File: src/hdl/rse_pkg.sv
// ============================================================================
// rse_pkg - shared types, constants and helpers for the Rabbit encryptor
// Holds the round constants, the sequencer state codes, the control bundle
// passed from the sequencer to the round datapath and small bit helpers.
// ============================================================================
package rse_pkg;

  // Eight 32-bit words: state, counters or g-function results.
  typedef logic [7:0][31:0] word8_t;

  // Counter increments, one per counter word.
  localparam word8_t RoundConst = {
    32'hD34D34D3, 32'h4D34D34D, 32'h34D34D34, 32'hD34D34D3,
    32'h4D34D34D, 32'h34D34D34, 32'hD34D34D3, 32'h4D34D34D
  };

  // Step numbers within a round for each stage; the state mix is the last step.
  localparam logic [3:0] CntLastCtr = 4'd7;
  localparam logic [3:0] CntFirstU  = 4'd1;
  localparam logic [3:0] CntLastU   = 4'd8;
  localparam logic [3:0] CntFirstSq = 4'd2;
  localparam logic [3:0] CntLastSq  = 4'd9;
  localparam logic [3:0] CntFirstG  = 4'd3;
  localparam logic [3:0] CntLastG   = 4'd10;
  localparam logic [3:0] CntMix     = 4'd11;

  // Rounds in each setup phase, minus one.
  localparam logic [1:0] SetupRoundsLast = 2'd3;

  // Configuration register indexes.
  localparam logic [1:0] CfgKeyLow  = 2'd0;
  localparam logic [1:0] CfgKeyHigh = 2'd1;
  localparam logic [1:0] CfgIv      = 2'd2;

  // Sequencer states.
  typedef enum logic [2:0] {
    ST_IDLE,
    ST_LOAD,
    ST_ROUND,
    ST_IVMIX,
    ST_EMIT
  } state_t;

  // Which group of rounds is running.
  typedef enum logic [1:0] {
    SEG_KEY,
    SEG_IV,
    SEG_WORK
  } seg_t;

  // Control bundle from the sequencer to the round datapath.
  typedef struct packed {
    logic       load;   // load state and counters from the key
    logic       ivmix;  // fold state and IV into the counters
    logic       rnd;    // a round step is active
    logic [3:0] cnt;    // step within the round
  } ctl_t;

  function automatic logic [31:0] rotl16(input logic [31:0] x);
    return {x[15:0], x[31:16]};
  endfunction

  function automatic logic [31:0] rotl8(input logic [31:0] x);
    return {x[23:0], x[31:24]};
  endfunction

  // Sixteen-bit key word at a three-bit index.
  function automatic logic [15:0] key_word(input logic [127:0] key,
                                           input logic [2:0] idx);
    return key[{idx, 4'b0000} +: 16];
  endfunction

endpackage

File: src/hdl/rse_ctrl.sv
// ============================================================================
// rse_ctrl - sequencer of the Rabbit encryptor
// Accepts a request, runs key and IV setup when needed, runs one round at
// the start of every group of four words and hands over the result.
// ============================================================================
module rse_ctrl (
  input  logic           clk,
  input  logic           rst_n,
  input  logic           in_valid,
  input  logic           in_restart,
  input  logic           out_free,
  output logic           in_stall,
  output logic           emit,
  output logic [1:0]     pos,
  output rse_pkg::ctl_t  ctl
);
  import rse_pkg::*;

  state_t     state_r, state_nxt;
  seg_t       seg_r, seg_nxt;
  logic [1:0] rcnt_r, rcnt_nxt;
  logic [3:0] cnt_r, cnt_nxt;
  logic [1:0] pos_r, pos_nxt;
  logic       done_r, done_nxt;

  assign pos = pos_r;

  // Sequencer registers.
  always_ff @(posedge clk) begin
    if (!rst_n) begin
      state_r <= ST_IDLE;
      seg_r   <= SEG_WORK;
      rcnt_r  <= 2'd0;
      cnt_r   <= 4'd0;
      pos_r   <= 2'd0;
      done_r  <= 1'b0;
    end else begin
      state_r <= state_nxt;
      seg_r   <= seg_nxt;
      rcnt_r  <= rcnt_nxt;
      cnt_r   <= cnt_nxt;
      pos_r   <= pos_nxt;
      done_r  <= done_nxt;
    end
  end

  // Next state and control outputs.
  always_comb begin
    state_nxt = state_r;
    seg_nxt   = seg_r;
    rcnt_nxt  = rcnt_r;
    cnt_nxt   = cnt_r;
    pos_nxt   = pos_r;
    done_nxt  = done_r;
    in_stall  = 1'b1;
    emit      = 1'b0;
    ctl       = '0;
    ctl.cnt   = cnt_r;

    case (state_r)
      ST_IDLE: begin
        in_stall = 1'b0;
        if (in_valid) begin
          if (in_restart || !done_r) begin
            state_nxt = ST_LOAD;
          end else if (pos_r == 2'd0) begin
            seg_nxt   = SEG_WORK;
            cnt_nxt   = 4'd0;
            state_nxt = ST_ROUND;
          end else begin
            state_nxt = ST_EMIT;
          end
        end
      end

      ST_LOAD: begin
        ctl.load  = 1'b1;
        seg_nxt   = SEG_KEY;
        rcnt_nxt  = 2'd0;
        cnt_nxt   = 4'd0;
        state_nxt = ST_ROUND;
      end

      ST_ROUND: begin
        ctl.rnd = 1'b1;
        if (cnt_r == CntMix) begin
          cnt_nxt = 4'd0;
          case (seg_r)
            SEG_KEY: begin
              if (rcnt_r == SetupRoundsLast) begin
                state_nxt = ST_IVMIX;
              end else begin
                rcnt_nxt = rcnt_r + 2'd1;
              end
            end
            SEG_IV: begin
              // Setup finished; the first word of a group needs a round.
              if (rcnt_r == SetupRoundsLast) begin
                done_nxt = 1'b1;
                pos_nxt  = 2'd0;
                seg_nxt  = SEG_WORK;
              end else begin
                rcnt_nxt = rcnt_r + 2'd1;
              end
            end
            default: begin
              state_nxt = ST_EMIT;
            end
          endcase
        end else begin
          cnt_nxt = cnt_r + 4'd1;
        end
      end

      ST_IVMIX: begin
        ctl.ivmix = 1'b1;
        seg_nxt   = SEG_IV;
        rcnt_nxt  = 2'd0;
        cnt_nxt   = 4'd0;
        state_nxt = ST_ROUND;
      end

      ST_EMIT: begin
        if (out_free) begin
          emit      = 1'b1;
          pos_nxt   = pos_r + 2'd1;
          state_nxt = ST_IDLE;
        end
      end

      default: begin
        state_nxt = ST_IDLE;
      end
    endcase
  end

endmodule

File: config.mk
export PLATFORM = sky130hd
export DESIGN_NAME = rse_ctrl
export DESIGN_NICKNAME = d
export VERILOG_FILES = /design/src/hdl/rse_pkg.sv /design/src/hdl/rse_ctrl.sv
export SDC_FILE = /design/constraint.sdc
export NUM_CORES = 1
export LEC_CHECK = 0
export ABC_AREA = 1
export BUFFER_PORTS_ARGS = -buffer_cell sky130_fd_sc_hd__buf_4
export CAP_MARGIN = 20
export CORE_MARGIN = 1.5
export CORE_UTILIZATION = 45
export CTS_CLUSTER_SIZE = 12
export DETAILED_ROUTE_END_ITERATION = 16
export GPL_TIMING_DRIVEN = 0
export PLACE_DENSITY = 0.69
export SYNTH_ARGS = -nofsm -noshare
export SYNTH_HDL_FRONTEND = slang
export SYNTH_SLANG_ARGS = --single-unit
File: constraint.sdc
create_clock -name clk -period 1.2 [get_ports clk]
set_input_delay 0.12 -clock clk [delete_from_list [all_inputs] [get_ports clk]]
set_output_delay 0.12 -clock clk [all_outputs]
set_load 0.02 [all_outputs]
[Word level (Yosys, flattened, before mapping)]
Index checks and enable logic that the tools add are counted.
Storage, ports and cells
  register bits: 14
  input port bits: 5
Cells by class
  add/subtract/negate cells: 3
  equal/unequal tests: 18
  muxes and demuxes: 35
  reduce and logical (&&, ||, !) cells: 17
Operators with widths (number)
  two-way mux 2 bit: 13
  two-way mux 3 bit: 6
  != test 2 bit (second input constant): 9
  two-way mux 4 bit: 4
  one-hot mux 3 bit (4 select lines): 1
  one-hot mux 4 bit (3 select lines): 1
  AND reduction 4 bit: 3
  AND reduction 5 bit: 2
  one-hot mux 2 bit (2 select lines): 2
  one-hot mux 2 bit (4 select lines): 1
  AND reduction 7 bit: 1
  equality test 3 x 2 -> 1 bit (second input constant): 2
  two-way mux 1 bit: 6
  one-hot mux 3 bit (2 select lines): 1
  adder 2 x 1 -> 2 bit (second input constant): 2
  adder 4 x 1 -> 4 bit (second input constant): 1
  equality test 4 bit (second input constant): 1
  logical NOT 2 bit: 2
  nonzero test 2 bit: 2
  nonzero test 4 bit: 1
  OR reduction 2 bit: 2
  equality test 3 x 1 -> 1 bit (second input constant): 1
  equality test 3 bit (second input constant): 1
  logical NOT 3 bit: 1
  7 further kinds: 7

[Depth between registers and ports, before layout]
  word-level depth: 5
  depth in mapped cells: 10
  depth with buffers taken out: 9

[Least setup slack after synthesis]
OpenSTA, ideal clock, no wires.
  kind: reg-to-reg
  start: register cnt_r[0]
  end: register pos_r[0], in the netlist pos[0]
  library setup time: 0.113 ns
  data arrival time: 1.388 ns
  data required time: 1.087 ns
  path slack: -0.301 ns
  stages on the path, launching flop included: 9
  buffers on the path: 0
  clock period less this slack: 1.501 ns
  path through: dfxtp_1 > ha_1 > nand3_1 > nor2_1 > nor2_1 > nor2_1 > o21ai_1 > nand2_1 > nor2_1
Between the ends
  longest elaborated chain between the ends: 3
Ends and longest elaborated chain
  start: declaration: RTL line rse_ctrl.sv:22  | logic [3:0] cnt_r, cnt_nxt;
  start signal: assignment: RTL line rse_ctrl.sv:41  | cnt_r <= cnt_nxt;
  equality test 4 bit: RTL line rse_ctrl.sv:86  | if (cnt_r == CntMix) begin
  != test 2 bit (no source line)
  AND reduction 5 bit (no source line)
  end signal: assignment: RTL line rse_ctrl.sv:42  | pos_r <= pos_nxt;
  end: declaration: RTL line rse_ctrl.sv:23  | logic [1:0] pos_r, pos_nxt;
Every way passes these cells.
A chain may end at the register's enable or synchronous reset.

[Worst setup path after layout]
Same ends and word-level chain as after synthesis.

==> summary.md <==
| Metric | Value |
|---|---|
| Status | `complete, but fails checks` |
| Failing checks | `setup timing` |
| DRT antenna net count | `0` |
| Die Span X | `47.3 microns` |
| Minimum clock period | `between 1 and 1.5 ns` |
| Asr flop ratio synth | `0` |
| Dpl ws | `-0.192 ns` |
| Vias per inst | `approximately 5.4` |
| PnR worst setup slack | `-0.156 ns` |
| IR drop worst, VDD | `~1.5 mV` |
| H-tree depth | `1` |
| Crit path launch | `cnt_r[0]` |
| Top cells by area, synth | `dfxtp_1 32%, nand2_1 14%, nor2_1 11%` |
| Die height | `47.3 microns` |
| DR WL/cell | `approximately 15 microns` |
| Yosys top cell by area | `dfxtp_1` |
| Crit path launch type | `flip-flop` |
| Syn. warnings | `0` |
| Fin Setup TNS | `-1.28 ns` |
| Share of cells above drive strength 1 | `0.500` |
| Pin count of the biggest net entering global routing | `9` |
| Synth Net Count | `150` |
| Clock Sinks | `14` |
| First-pass GRT wire length | `3910 microns` |
| DP Wirelength | `1550 microns` |
| GP Congestion | `~0.88` |
| DRT iter0 DRCs | `42` |
| Non-filler instance count after layout | `between 200 and 250` |
| Number of max-cap violations | `0` |
| Power density over the cells | `about 1900 nW/um^2` |
| Post-synth EDFFs | `0` |
| Fill cells | `between 100 and 150` |
| Max_slew headroom | `0.806` |
| Worst-path maximum fanout | `4` |
| Vias in the first global route | `912` |
| Util after Layout | `0.818` |
| IO Port Bufs | `14` |
| Sequential area share after synthesis | `0.317` |
| Vias | `approximately 1100` |
| CTS root buf | `clkbuf_4` |
| Setup Viol. Count Final | `16` |
| Worst Hold Depth | `2` |
| Clk Latency, worst-skew pair | `around 0.29 ns` |
| Ant diodes | `0` |
| Commonest non-fill, non-tap cell in the layout | `nand2_1` |
| Placed cells | `between 150 and 200` |
| Total gr overflow | `0` |
| P&R area growth vs syn | `64.9%` |
| Longest Clk Path Bufs | `2` |
| Pwr Total | `2820 uW` |
| Worst Tran Pin Value | `0.290 ns` |
| Peak Freq | `roughly 740 MHz` |
| Leak pwr | `between 0.0006 and 0.0007 uW` |
| Core ar. | `between 1500 and 2000 sq um` |
| R2R Path Start | `cnt_r[0]` |
| Row count | `15` |
| CTS tree | `done` |
| Critical hold path startpoint | `rst_n` |
| Destination of the worst hold path | `seg_r[1]` |
| GR Util All Layers | `0.252` |
| Critical path endpoint category | `flip-flop` |
| Final setup skew | `between 0.009 and 0.01 ns` |
| DRC | `0` |
| Seq cells post-synth | `14` |
| Critical Path AT | `around 1.6 ns` |
| Final hold vios | `0` |
| Syn Area/Cell | `about 6.2 sq um` |
| Slew Limit Fails | `0` |
| WP data required | `1.40 ns` |
| Final Net Count | `roughly 190` |
| Initial antenna violation count | `0` |
| DRT Pass-1 Iters | `4` |
| Die Area | `between 2000 and 2500 sq um` |
| Syn Inst Count | `142` |
| Synth top area share | `0.317` |
| Most frequent cells in the layout | `26 x nand2_1, 25 x buf_4, 19 x inv_1, 19 x nor2_1, 12 x buf_6` |
| Initial Util | `0.496` |
| RSZ-0062 raised after global routing | `yes` |
| Post-synth cell types | `22` |
| Flop2flop setup slack | `-0.16 ns` |
| CTS Buf Count | `3` |
| Main flop type after synthesis | `dfxtp_1` |
| R2r worst-path depth | `9` |
| Fin crit share | `1.13` |
| I/O pins | `16` |
| Setup Crit Path Kind | `flip-flop to flip-flop` |
| Reg clk slew, reported paths | `~0.09 ns` |
| WL final | `3000 microns` |
| Reg2reg end | `pos[0]` |
| # hold bufs at CTS | `0` |
| Synth Cell Area | `885 sq um` |
| Hold crit path type | `input port to flip-flop` |
-- worst max-delay path: stages (launching register included) --
cell and delay, ns:
dfxtp_4 0.38, ha_4 0.15, buf_6 0.10, nand3_4 0.10, nor2_4 0.13, nor2_2 0.05
nor2_2 0.17, o21ai_1 0.09, nand2_1 0.06, nor2_1 0.04
-- logic make-up (layout without fill, tap and decap cells) --
group / after synthesis / after routing / share of synthesized area
xor+xnor: 1 / 1 / 0.00990
flops: 14 / 14 / 0.317
buf+inv: 24 / 64 / 0.112
fa+ha+maj: 3 / 3 / 0.0424
simple gates: 82 / 82 / 0.406
compound gates: 18 / 18 / 0.113
-- sequential cells by signal, summed over array words and instances (netlist names) --
| name | cells |
|---|---|
| pos | 2 |
| done_r | 1 |
| cnt_r | 4 |
| seg_r | 2 |
| rcnt_r | 2 |
| state_r | 3 |
-- report_power, final --
group / internal, uW / leakage (uW) / switching [uW]
Sequential: 584 / 0.000120 / 155
Clock: 129 / 0.0000150 / 165
Combinational: 786 / 0.000551 / 1000
Total: 1500 / 0.000686 / 1320
-- timing repair --
item,CTS,global route
endpoints found under the setup margin,18,19
pin swaps,13,19
gates resized for setup,33,24
buffers inserted,13,8
cloned,1,0
-- per-layer routing --
layer  GRT usage  part of all wire  vias to the layer above
li1            -                 -                      535
met5           0                 0                        -
met2       0.376              0.48                       57
met4       0.144             0.026                        0
met3      0.0423             0.065                       10
met1       0.341              0.43                      510
-- metrics by stage --
stage	area, sq um	hold WS [ns]
after floorplan	933	0.359
after global placement	1070	0.403
after detailed placement	1070	0.411
after CTS	1310	0.114
after global routing	1460	0.131
final	1460	0.117
-- how the worst max path moves through the flow --
stage	to	slack, ns	cells past startpoint
finish	pos[0]	-0.16	9
detailed placement	state_r[2]	-0.19	8
floorplan	pos[0]	-0.02	8
global placement	state_r[2]	-0.17	8
CTS	state_r[2]	-0.10	9
global route	state_r[2]	-0.24	9
-- final cells by class --
cell class,instances,area [sq um],area share
Multi-Input combinational cell,104,683,0.468
Timing Repair Buffer,36,312,0.214
Sequential cell,14,305,0.209
Inverter,22,85.1,0.0583
Tap cell,25,31.3,0.0214
Clock buffer,4,26.3,0.0180
Buffer,2,16.3,0.0111
-- synth_stat cells (2+ instances only) --
cell type  number
nand2_1        32
nor2_1         27
inv_1          21
dfxtp_1        14
nand3_1        14
a21oi_1        10
o21ai_1         4
ha_1            3
nand3_2         2
nand4_1         2
nor2_2          2
Note: power is estimated with default switching activity, not from simulation.
