--- src/hdl/rse_pkg.sv ---
// ============================================================================
// rse_pkg - shared types, constants and helpers for the Rabbit encryptor
// Holds the round constants, the sequencer state codes, the control bundle
// passed from the sequencer to the round datapath and small bit helpers.
// ============================================================================
package rse_pkg;

  // Eight 32-bit words: state, counters or g-function results.
  typedef logic [7:0][31:0] word8_t;

  // Counter increments, one per counter word.
  localparam word8_t RoundConst = {
    32'hD34D34D3, 32'h4D34D34D, 32'h34D34D34, 32'hD34D34D3,
    32'h4D34D34D, 32'h34D34D34, 32'hD34D34D3, 32'h4D34D34D
  };

  // Step numbers within a round for each stage; the state mix is the last step.
  localparam logic [3:0] CntLastCtr = 4'd7;
  localparam logic [3:0] CntFirstU  = 4'd1;
  localparam logic [3:0] CntLastU   = 4'd8;
  localparam logic [3:0] CntFirstSq = 4'd2;
  localparam logic [3:0] CntLastSq  = 4'd9;
  localparam logic [3:0] CntFirstG  = 4'd3;
  localparam logic [3:0] CntLastG   = 4'd10;
  localparam logic [3:0] CntMix     = 4'd11;

  // Rounds in each setup phase, minus one.
  localparam logic [1:0] SetupRoundsLast = 2'd3;

  // Configuration register indexes.
  localparam logic [1:0] CfgKeyLow  = 2'd0;
  localparam logic [1:0] CfgKeyHigh = 2'd1;
  localparam logic [1:0] CfgIv      = 2'd2;

  // Sequencer states.
  typedef enum logic [2:0] {
    ST_IDLE,
    ST_LOAD,
    ST_ROUND,
    ST_IVMIX,
    ST_EMIT
  } state_t;

  // Which group of rounds is running.
  typedef enum logic [1:0] {
    SEG_KEY,
    SEG_IV,
    SEG_WORK
  } seg_t;

  // Control bundle from the sequencer to the round datapath.
  typedef struct packed {
    logic       load;   // load state and counters from the key
    logic       ivmix;  // fold state and IV into the counters
    logic       rnd;    // a round step is active
    logic [3:0] cnt;    // step within the round
  } ctl_t;

  function automatic logic [31:0] rotl16(input logic [31:0] x);
    return {x[15:0], x[31:16]};
  endfunction

  function automatic logic [31:0] rotl8(input logic [31:0] x);
    return {x[23:0], x[31:24]};
  endfunction

  // Sixteen-bit key word at a three-bit index.
  function automatic logic [15:0] key_word(input logic [127:0] key,
                                           input logic [2:0] idx);
    return key[{idx, 4'b0000} +: 16];
  endfunction

endpackage

--- src/hdl/rse_core.sv ---
// ============================================================================
// rse_core - Rabbit state, counters and the shared round unit
// Keeps the eight state and counter words. A round is run one word at a
// time: counter add, state plus counter, a single 32x32 squarer and the
// g-function fold, then all state words are mixed in one final step.
// ============================================================================
module rse_core (
  input  logic            clk,
  input  logic            rst_n,
  input  rse_pkg::ctl_t   ctl,
  input  logic [127:0]    key,
  input  logic [63:0]     iv,
  input  logic [1:0]      pos,
  output logic [31:0]     keystream
);
  import rse_pkg::*;

  word8_t      s_r, s_nxt;
  word8_t      c_r, c_nxt;
  word8_t      g_r, g_nxt;
  logic        carry_r, carry_nxt;
  logic [31:0] u_r, u_nxt;
  logic [63:0] sq_r, sq_nxt;

  logic [2:0]  ci;
  logic [3:0]  ui4;
  logic [3:0]  gi4;
  logic [32:0] sum;
  logic [31:0] iv0, iv1, mix_hi, mix_lo;

  // Step indexes of the counter, sum and g-function stages of the round pipeline.
  assign ci  = ctl.cnt[2:0];
  assign ui4 = ctl.cnt - CntFirstU;
  assign gi4 = ctl.cnt - CntFirstG;

  assign sum = {1'b0, c_r[ci]} + {1'b0, RoundConst[ci]} + {32'd0, carry_r};

  assign iv0    = iv[31:0];
  assign iv1    = iv[63:32];
  assign mix_hi = {iv1[31:16], iv0[31:16]};
  assign mix_lo = {iv1[15:0], iv0[15:0]};

  // Next state of the datapath.
  always_comb begin
    s_nxt     = s_r;
    c_nxt     = c_r;
    g_nxt     = g_r;
    carry_nxt = carry_r;
    u_nxt     = u_r;
    sq_nxt    = sq_r;

    if (ctl.load) begin
      carry_nxt = 1'b0;
      for (int k = 0; k < 8; k++) begin
        if ((k % 2) == 1) begin
          s_nxt[k] = {key_word(key, 3'(k + 5)), key_word(key, 3'(k + 4))};
          c_nxt[k] = {key_word(key, 3'(k)), key_word(key, 3'(k + 1))};
        end else begin
          s_nxt[k] = {key_word(key, 3'(k + 1)), key_word(key, 3'(k))};
          c_nxt[k] = {key_word(key, 3'(k + 4)), key_word(key, 3'(k + 5))};
        end
      end
    end

    if (ctl.ivmix) begin
      for (int k = 0; k < 8; k++) begin
        c_nxt[k] = c_r[k] ^ s_r[3'(k + 4)];
      end
      c_nxt[0] = c_nxt[0] ^ iv0;
      c_nxt[2] = c_nxt[2] ^ iv1;
      c_nxt[4] = c_nxt[4] ^ iv0;
      c_nxt[6] = c_nxt[6] ^ iv1;
      c_nxt[1] = c_nxt[1] ^ mix_hi;
      c_nxt[5] = c_nxt[5] ^ mix_hi;
      c_nxt[3] = c_nxt[3] ^ mix_lo;
      c_nxt[7] = c_nxt[7] ^ mix_lo;
    end

    if (ctl.rnd) begin
      // Counter advance with the carry chain, one word a step.
      if (ctl.cnt <= CntLastCtr) begin
        c_nxt[ci] = sum[31:0];
        carry_nxt = sum[32];
      end
      // State plus the freshly advanced counter.
      if (ctl.cnt >= CntFirstU && ctl.cnt <= CntLastU) begin
        u_nxt = s_r[ui4[2:0]] + c_r[ui4[2:0]];
      end
      // The shared squarer.
      if (ctl.cnt >= CntFirstSq && ctl.cnt <= CntLastSq) begin
        sq_nxt = 64'(u_r) * 64'(u_r);
      end
      // Fold the square into the g-function result.
      if (ctl.cnt >= CntFirstG && ctl.cnt <= CntLastG) begin
        g_nxt[gi4[2:0]] = sq_r[31:0] ^ sq_r[63:32];
      end
      // Mix all state words once every g-function is ready.
      if (ctl.cnt == CntMix) begin
        s_nxt[0] = g_r[0] + rotl16(g_r[7]) + rotl16(g_r[6]);
        s_nxt[1] = g_r[1] + rotl8(g_r[0]) + g_r[7];
        s_nxt[2] = g_r[2] + rotl16(g_r[1]) + rotl16(g_r[0]);
        s_nxt[3] = g_r[3] + rotl8(g_r[2]) + g_r[1];
        s_nxt[4] = g_r[4] + rotl16(g_r[3]) + rotl16(g_r[2]);
        s_nxt[5] = g_r[5] + rotl8(g_r[4]) + g_r[3];
        s_nxt[6] = g_r[6] + rotl16(g_r[5]) + rotl16(g_r[4]);
        s_nxt[7] = g_r[7] + rotl8(g_r[6]) + g_r[5];
      end
    end
  end

  // Carry is control state; the words are payload.
  always_ff @(posedge clk) begin
    if (!rst_n) begin
      carry_r <= 1'b0;
    end else begin
      carry_r <= carry_nxt;
    end
  end

  always_ff @(posedge clk) begin
    s_r  <= s_nxt;
    c_r  <= c_nxt;
    g_r  <= g_nxt;
    u_r  <= u_nxt;
    sq_r <= sq_nxt;
  end

  // Keystream word picked by the position within the round's output.
  always_comb begin
    case (pos)
      2'd0:    keystream = s_r[0] ^ (s_r[5] >> 16) ^ (s_r[3] << 16);
      2'd1:    keystream = s_r[2] ^ (s_r[7] >> 16) ^ (s_r[5] << 16);
      2'd2:    keystream = s_r[4] ^ (s_r[1] >> 16) ^ (s_r[7] << 16);
      default: keystream = s_r[6] ^ (s_r[3] >> 16) ^ (s_r[1] << 16);
    endcase
  end

endmodule

--- config.mk ---
export PLATFORM = sky130hd
export DESIGN_NAME = rse_core
export DESIGN_NICKNAME = d
export VERILOG_FILES = /design/src/hdl/rse_pkg.sv /design/src/hdl/rse_core.sv
export SDC_FILE = /design/constraint.sdc
export NUM_CORES = 2
export LEC_CHECK = 0
export BUFFER_PORTS_ARGS = -buffer_cell sky130_fd_sc_hd__buf_2
export CORE_MARGIN = 2
export CORE_UTILIZATION = 40
export CTS_BUF_LIST = sky130_fd_sc_hd__clkbuf_8
export DETAILED_ROUTE_END_ITERATION = 8
export PLACE_DENSITY_LB_ADDON = 0.12
export SYNTH_ARGS = -nofsm -noshare
export SYNTH_HDL_FRONTEND = slang
export SYNTH_SLANG_ARGS = --single-unit
export TNS_END_PERCENT = 5
--- constraint.sdc ---
create_clock -name clk -period 11.7 [get_ports clk]
set_input_delay 0.585 -clock clk [delete_from_list [all_inputs] [get_ports clk]]
set_output_delay 0.585 -clock clk [all_outputs]
set_load 0.02 [all_outputs]
### Word level (Yosys, flattened, before mapping)

Memories as Yosys holds them, arrays and structs flattened.
Index checks and enable logic that the tools add are counted.

| word-level totals | value |
|---|---|
| logic and storage cells | 115 |
| input port bits | 203 |
| ROM bits | 256 |
| register bits after elaboration | 865 |
| memories | 1 |
| output and inout bits | 32 |

Memories:

| name | depth | width | rd ports | clocked after memory_dff | write ports | RTL line | RTL |
|---|---|---|---|---|---|---|---|
| (name not given) | 8 | 32 | 1 | 0 | 0 | rse_core.sv:36 | `assign sum = {1'b0, c_r[ci]} + {1'b0, RoundConst[ci]} + {32'd0, carry_r};` |

| cells by class | value |
|---|---|
| add/sub/neg operators | 21 |
| bitwise operators | 17 |
| $lt $le $gt $ge | 12 |
| multiply operators | 1 |
| reductions and logical operators | 9 |
| muxes and demuxes | 24 |
| equality and inequality tests | 3 |

Operators by type and width:

| cell | count |
|---|---|
| two-way mux 256 bit | 7 |
| adder 32 bit | 17 |
| bitwise mux 256 bit | 2 |
| bitwise XOR 32 bit | 13 |
| binary-select mux 32 bit (select 3 bit) | 3 |
| demux 32 bit (select 3 bit) | 2 |
| two-way mux 32 bit | 6 |
| bitwise XOR 32 x 16 -> 32 bit | 4 |
| one-hot mux 32 bit (3 select lines) | 1 |
| multiplier 32 x 32 -> 64 bit | 1 |
| adder 32 x 32 -> 33 bit | 1 |
| adder 33 x 1 -> 33 bit | 1 |
| less-or-equal comparator 4 bit (second input constant) | 3 |
| < comparator 3 x 4 -> 1 bit (second input constant) | 3 |
| greater-or-equal comparator 4 x 2 -> 1 bit (second input constant) | 2 |
| greater-or-equal comparator 3 x 1 -> 1 bit (second input constant) | 2 |
| AND reduction 2 bit | 3 |
| logical AND 1 bit | 5 |
| equality test 4 bit (second input constant) | 1 |
| greater-or-equal comparator 4 x 1 -> 1 bit (second input constant) | 1 |
| less-or-equal comparator 4 x 3 -> 1 bit (second input constant) | 1 |
| two-way mux 1 bit | 3 |
| subtractor 3 x 1 -> 3 bit (second input constant) | 1 |
| subtractor 3 x 2 -> 3 bit (second input constant) | 1 |
| 3 further kinds | 3 |

### Depth between registers and ports, before layout

| logic depth | value |
|---|---|
| word-level depth | 7 |
| mapped depth | 31 |
| depth with buffers taken out | 28 |

### Worst setup path before layout

Ideal clock, no wire load.

| path | value |
|---|---|
| path type | reg2reg |
| start | register u_r[2] |
| end | register sq_r[32] (data pin) |
| buffers on the path | 3 |
| slack | 4.104 ns |
| arrival | 7.337 ns |
| setup time | 0.259 ns |
| data required time | 11.441 ns |
| period minus slack after synthesis | 7.596 ns |
| cell stages (with the launch flop) | 29 |
| cells stage by stage | edfxtp_1 -> clkbuf_1 -> buf_1 -> nand2_1 -> fa_1 -> inv_1 -> fa_1 -> inv_1 -> fa_1 -> fa_1 -> inv_1 -> fa_1 -> inv_1 -> fa_1 -> inv_1 -> fa_1 -> fa_1 -> ha_1 -> clkbuf_1 -> a21oi_1 -> o21ai_0 -> a32oi_1 -> a21oi_1 -> nor3_1 -> o21ai_1 -> a221oi_1 -> o21bai_1 -> a21oi_1 -> xnor2_1 |

| between the ends | value |
|---|---|
| word-level cells in the longest chain between the ends | 1 |

Ends and longest elaborated chain:

| what | RTL line | RTL |
|---|---|---|
| start, declared | rse_core.sv:22 | `logic [31:0] u_r, u_nxt;` |
| start signal, assigned | rse_core.sv:124 | `u_r <= u_nxt;` |
| multiplier 32 x 32 -> 64 bit | rse_core.sv:91 | `sq_nxt = 64'(u_r) * 64'(u_r);` |
| end signal, assigned | rse_core.sv:125 | `sq_r <= sq_nxt;` |
| end, declared | rse_core.sv:23 | `logic [63:0] sq_r, sq_nxt;` |

Every way passes these cells.
A chain may end at the register's enable or synchronous reset.

### Worst setup path after layout

| path | value |
|---|---|
| start | register u_r[4] |
| end | register sq_r[44] (data pin) |

Same word-level chain as after synthesis.

==> metrics.yaml <==
reg2reg_to: "sq_r[44]$_DFFE_PP_"
fill_cells: 22100
dr.first_iter.drc_count: 10300
dp_hpwl_mm: 364
muxShareOfSynthArea: 0.0870
synth-edff-count: 351
synth_xor_area_frac: 0.0632
synthToLayoutAreaGrowth_pct: 9.99
tritoncts.num_buffers: 171
dieArea_um2: 232000
top_usage_layer: "met2"
tightest_slew_ns: 1.38
ff2ff_path_depth: 27
vias: 77200
syn_inst: 9404
rsz0062_at_grt: "false"
grtUsageMet2: 0.538
layout_min_cycle_time_ns: 8.90
hp-class: "primary input to flop"
nets: 11400
holdCritStartpoint: "iv[15]"
r2r_slack_ns: 2.80
fp.dieH_um: 482
worst-path-stages: 27
max_freq_ghz: 0.112
coreArea_um2: 227000
yosys.area_share.simple: 0.104
synth_area_um2: 91400
maxCapViolCount: 0
clk_pin_slew_worst_paths_ns: 0.06
clock_path_buffers: 3
r2r_start: "u_r[4]$_DFFE_PP_"
drive_gt1_frac: 0.102
grtUsageMet1: 0.534
cts_tree: "done"
place_congestion: 1.04
dr.pass1.iters: 6
arrival_ns: 9.58
status: "complete, no violations"
setup.worst_path.start_class: "flop"
wirelength_mm: 451
clock-sinks: 864
setup_tns_ns: 0
slowest_stage: "a31oi_1"
ioPinCount: 235
async_reset_ff_frac: 0
critPathKind: "flop to flop"
ys_warn_count: 0
drc: 0
grt_max_degree: 172
rows: 175
use_met3: 0.101
wl_per_cell_um: 35.3
die-width_um: 482
globalRouteOverflowTotal: 0
syn_area_per_cell_um2: 9.72
post-cts-setup-buffers: 0
antenna_found_initial: 101
hold_viol: 0
synthFlopType: "dfxtp_1"
layout.core_utilization: 0.442
fin_crit_sh: 0.761
yosysSeqAreaShare: 0.228
synth_compound_area_frac: 0.141
synth_top_family_by_area: "adder cells"
crit_path_frequent_cell: "fa_1"
cp.buffers_inverters: 5
grt_pass1_wl_mm: 613
clkLatencyLatePin_ns: 1.01
grt_pass1_vias: 73800
grt_usage: 0.384
h-tree-depth: 4
syn-num-nets: 11300
via_per_inst: 6.04
io_buffer_count: 234
cp.required_ns: 12.38
setup_viol: 0
drtAntennaViolNets: 0
synthAdderAreaFrac: 0.313
synthDistinctLibCells: 95
critPathMaxFanout: 27
slew_viol_final: 0
skew_ns: 0.114
slew_headroom: 0.0782
min_to: "c_r[239]$_DFF_P_"
initial_core_util: 0.402
critical_path.max_stage_delay_ns: 0.73
end_kind: "flop"
synth-seq-cells: 864
path_delay_family: "adder cells"
whs_path_depth: 4
clockRootBuffer: "clkbuf_8"
## layout by cell type (no fill, tap or decap), drive strengths merged, types with 32 or more instances in the layout
cell,instances
ha,602
mux2i,320
and2,255
nand3,73
clkbuf,190
o21bai,125
mux4,164
nand2,831
o31ai,170
nand2b,95
nor2,470
nor2b,91
clkinv,32
and3,35
dlygate4sd3,77
edfxtp,351
a22oi,37
xnor2,365
fa,1051
o21a,49
buf,369
nor3,51
o22ai,116
a21o,199
inv,1186
a31oi,78
a21oi,640
mux2,94
o21ai,372
a211oi,79
diode,61
dfxtp,513
xor2,294
or3,58
## cell families after synthesis
group | Yosys count
AOI/OAI and AO/OA | 2039
and+or+nand+nor | 2052
xor gates and xnor gates | 659
adders and majority gates | 1653
buffers and inverters | 1559
DFF | 864
muxes | 578
## cell usage after synthesis (165+ instances only)
| cell | number | area share |
|---|---|---|
| o31ai_1 | 165 | 0.014 |
| dfxtp_1 | 513 | 0.11 |
| xnor2_1 | 365 | 0.035 |
| fa_1 | 1051 | 0.23 |
| and2_1 | 255 | 0.017 |
| nand2_1 | 831 | 0.034 |
| nor2_1 | 470 | 0.019 |
| mux2i_1 | 320 | 0.035 |
| inv_1 | 1123 | 0.046 |
| ha_1 | 602 | 0.082 |
| a21oi_1 | 636 | 0.035 |
| edfxtp_1 | 351 | 0.12 |
| a21o_1 | 199 | 0.016 |
| xor2_1 | 293 | 0.028 |
| clkbuf_1 | 366 | 0.015 |
| o21ai_0 | 354 | 0.019 |
## per-stage QoR
stage / cells / hold slack, ns / area [um^2] / worst slack, ns
final: 12800 / 0.0632 / 101000 / 2.80
after detailed placement: 12300 / 0.520 / 96200 / 2.97
after global routing: 12800 / 0.0401 / 100000 / 2.31
after global placement: 12300 / 0.512 / 96200 / 3.05
after CTS: 12700 / 0.000565 / 100000 / 2.90
after floorplan: 9404 / 0.485 / 91400 / 4.10
## worst reg2reg max path: stages (launching register included)
cell	delay (ns)
edfxtp_1	0.54
buf_4	0.42
nand2_1	0.20
xor2_1	0.20
ha_1	0.20
o21bai_1	0.17
fa_1	0.54
inv_1	0.05
fa_1	0.47
fa_1	0.54
inv_1	0.05
fa_1	0.50
inv_1	0.06
fa_1	0.53
inv_1	0.05
fa_1	0.38
fa_1	0.47
ha_1	0.46
nand4_1	0.21
nor3_1	0.29
nand2_1	0.09
a31oi_1	0.73
nor3_1	0.28
o31ai_1	0.52
a21oi_1	0.19
o21ai_0	0.19
o21ai_0	0.13
xnor2_1	0.16
## sequential cells by signal (all words and copies together) (netlist names)
register / flops
sq_r: 63
s_r: 256
carry_r: 1
u_r: 32
c_r: 256
g_r: 256
## layer usage
layer / up-vias / part of all wire
met5: - / 0.0016
met4: 64 / 0.068
met3: 964 / 0.11
met2: 4351 / 0.41
met1: 39400 / 0.42
li1: 32400 / -
## worst max-delay path by stage
stage	startpoint	endpoint	slack, ns
4_1_cts	u_r[4]$_DFFE_PP_	sq_r[58]$_DFFE_PP_	2.90
6_report	u_r[4]$_DFFE_PP_	sq_r[44]$_DFFE_PP_	2.80
3_5_place_dp	u_r[4]$_DFFE_PP_	sq_r[44]$_DFFE_PP_	2.97
3_3_place_gp	u_r[4]$_DFFE_PP_	sq_r[58]$_DFFE_PP_	3.05
5_1_grt	u_r[4]$_DFFE_PP_	sq_r[44]$_DFFE_PP_	2.31
2_1_floorplan	u_r[2]$_DFFE_PP_	sq_r[32]$_DFFE_PP_	4.10
## area by class of cell
cell class / instances / area, um^2 / share of cell area
antenna: 61 / 153 / 0.00152
clock buffer: 190 / 2620 / 0.0260
clock inverter: 108 / 805 / 0.00800
inverter: 1124 / 4220 / 0.0420
multi-input combinational: 6981 / 65100 / 0.647
sequential: 864 / 20800 / 0.207
tap: 3009 / 3760 / 0.0374
timing repair buffer: 446 / 3070 / 0.0306
## repair_timing
action | CTS | global route
resized for setup | 0 | 0
endpoints found under the hold margin | 138 | 0
setup endpoints to repair | 0 | 0
hold buffers | 77 | 0
Power is left out: the tool's default activity adds up to more than one toggle a clock period on the data nets, which glitch-free logic cannot reach.
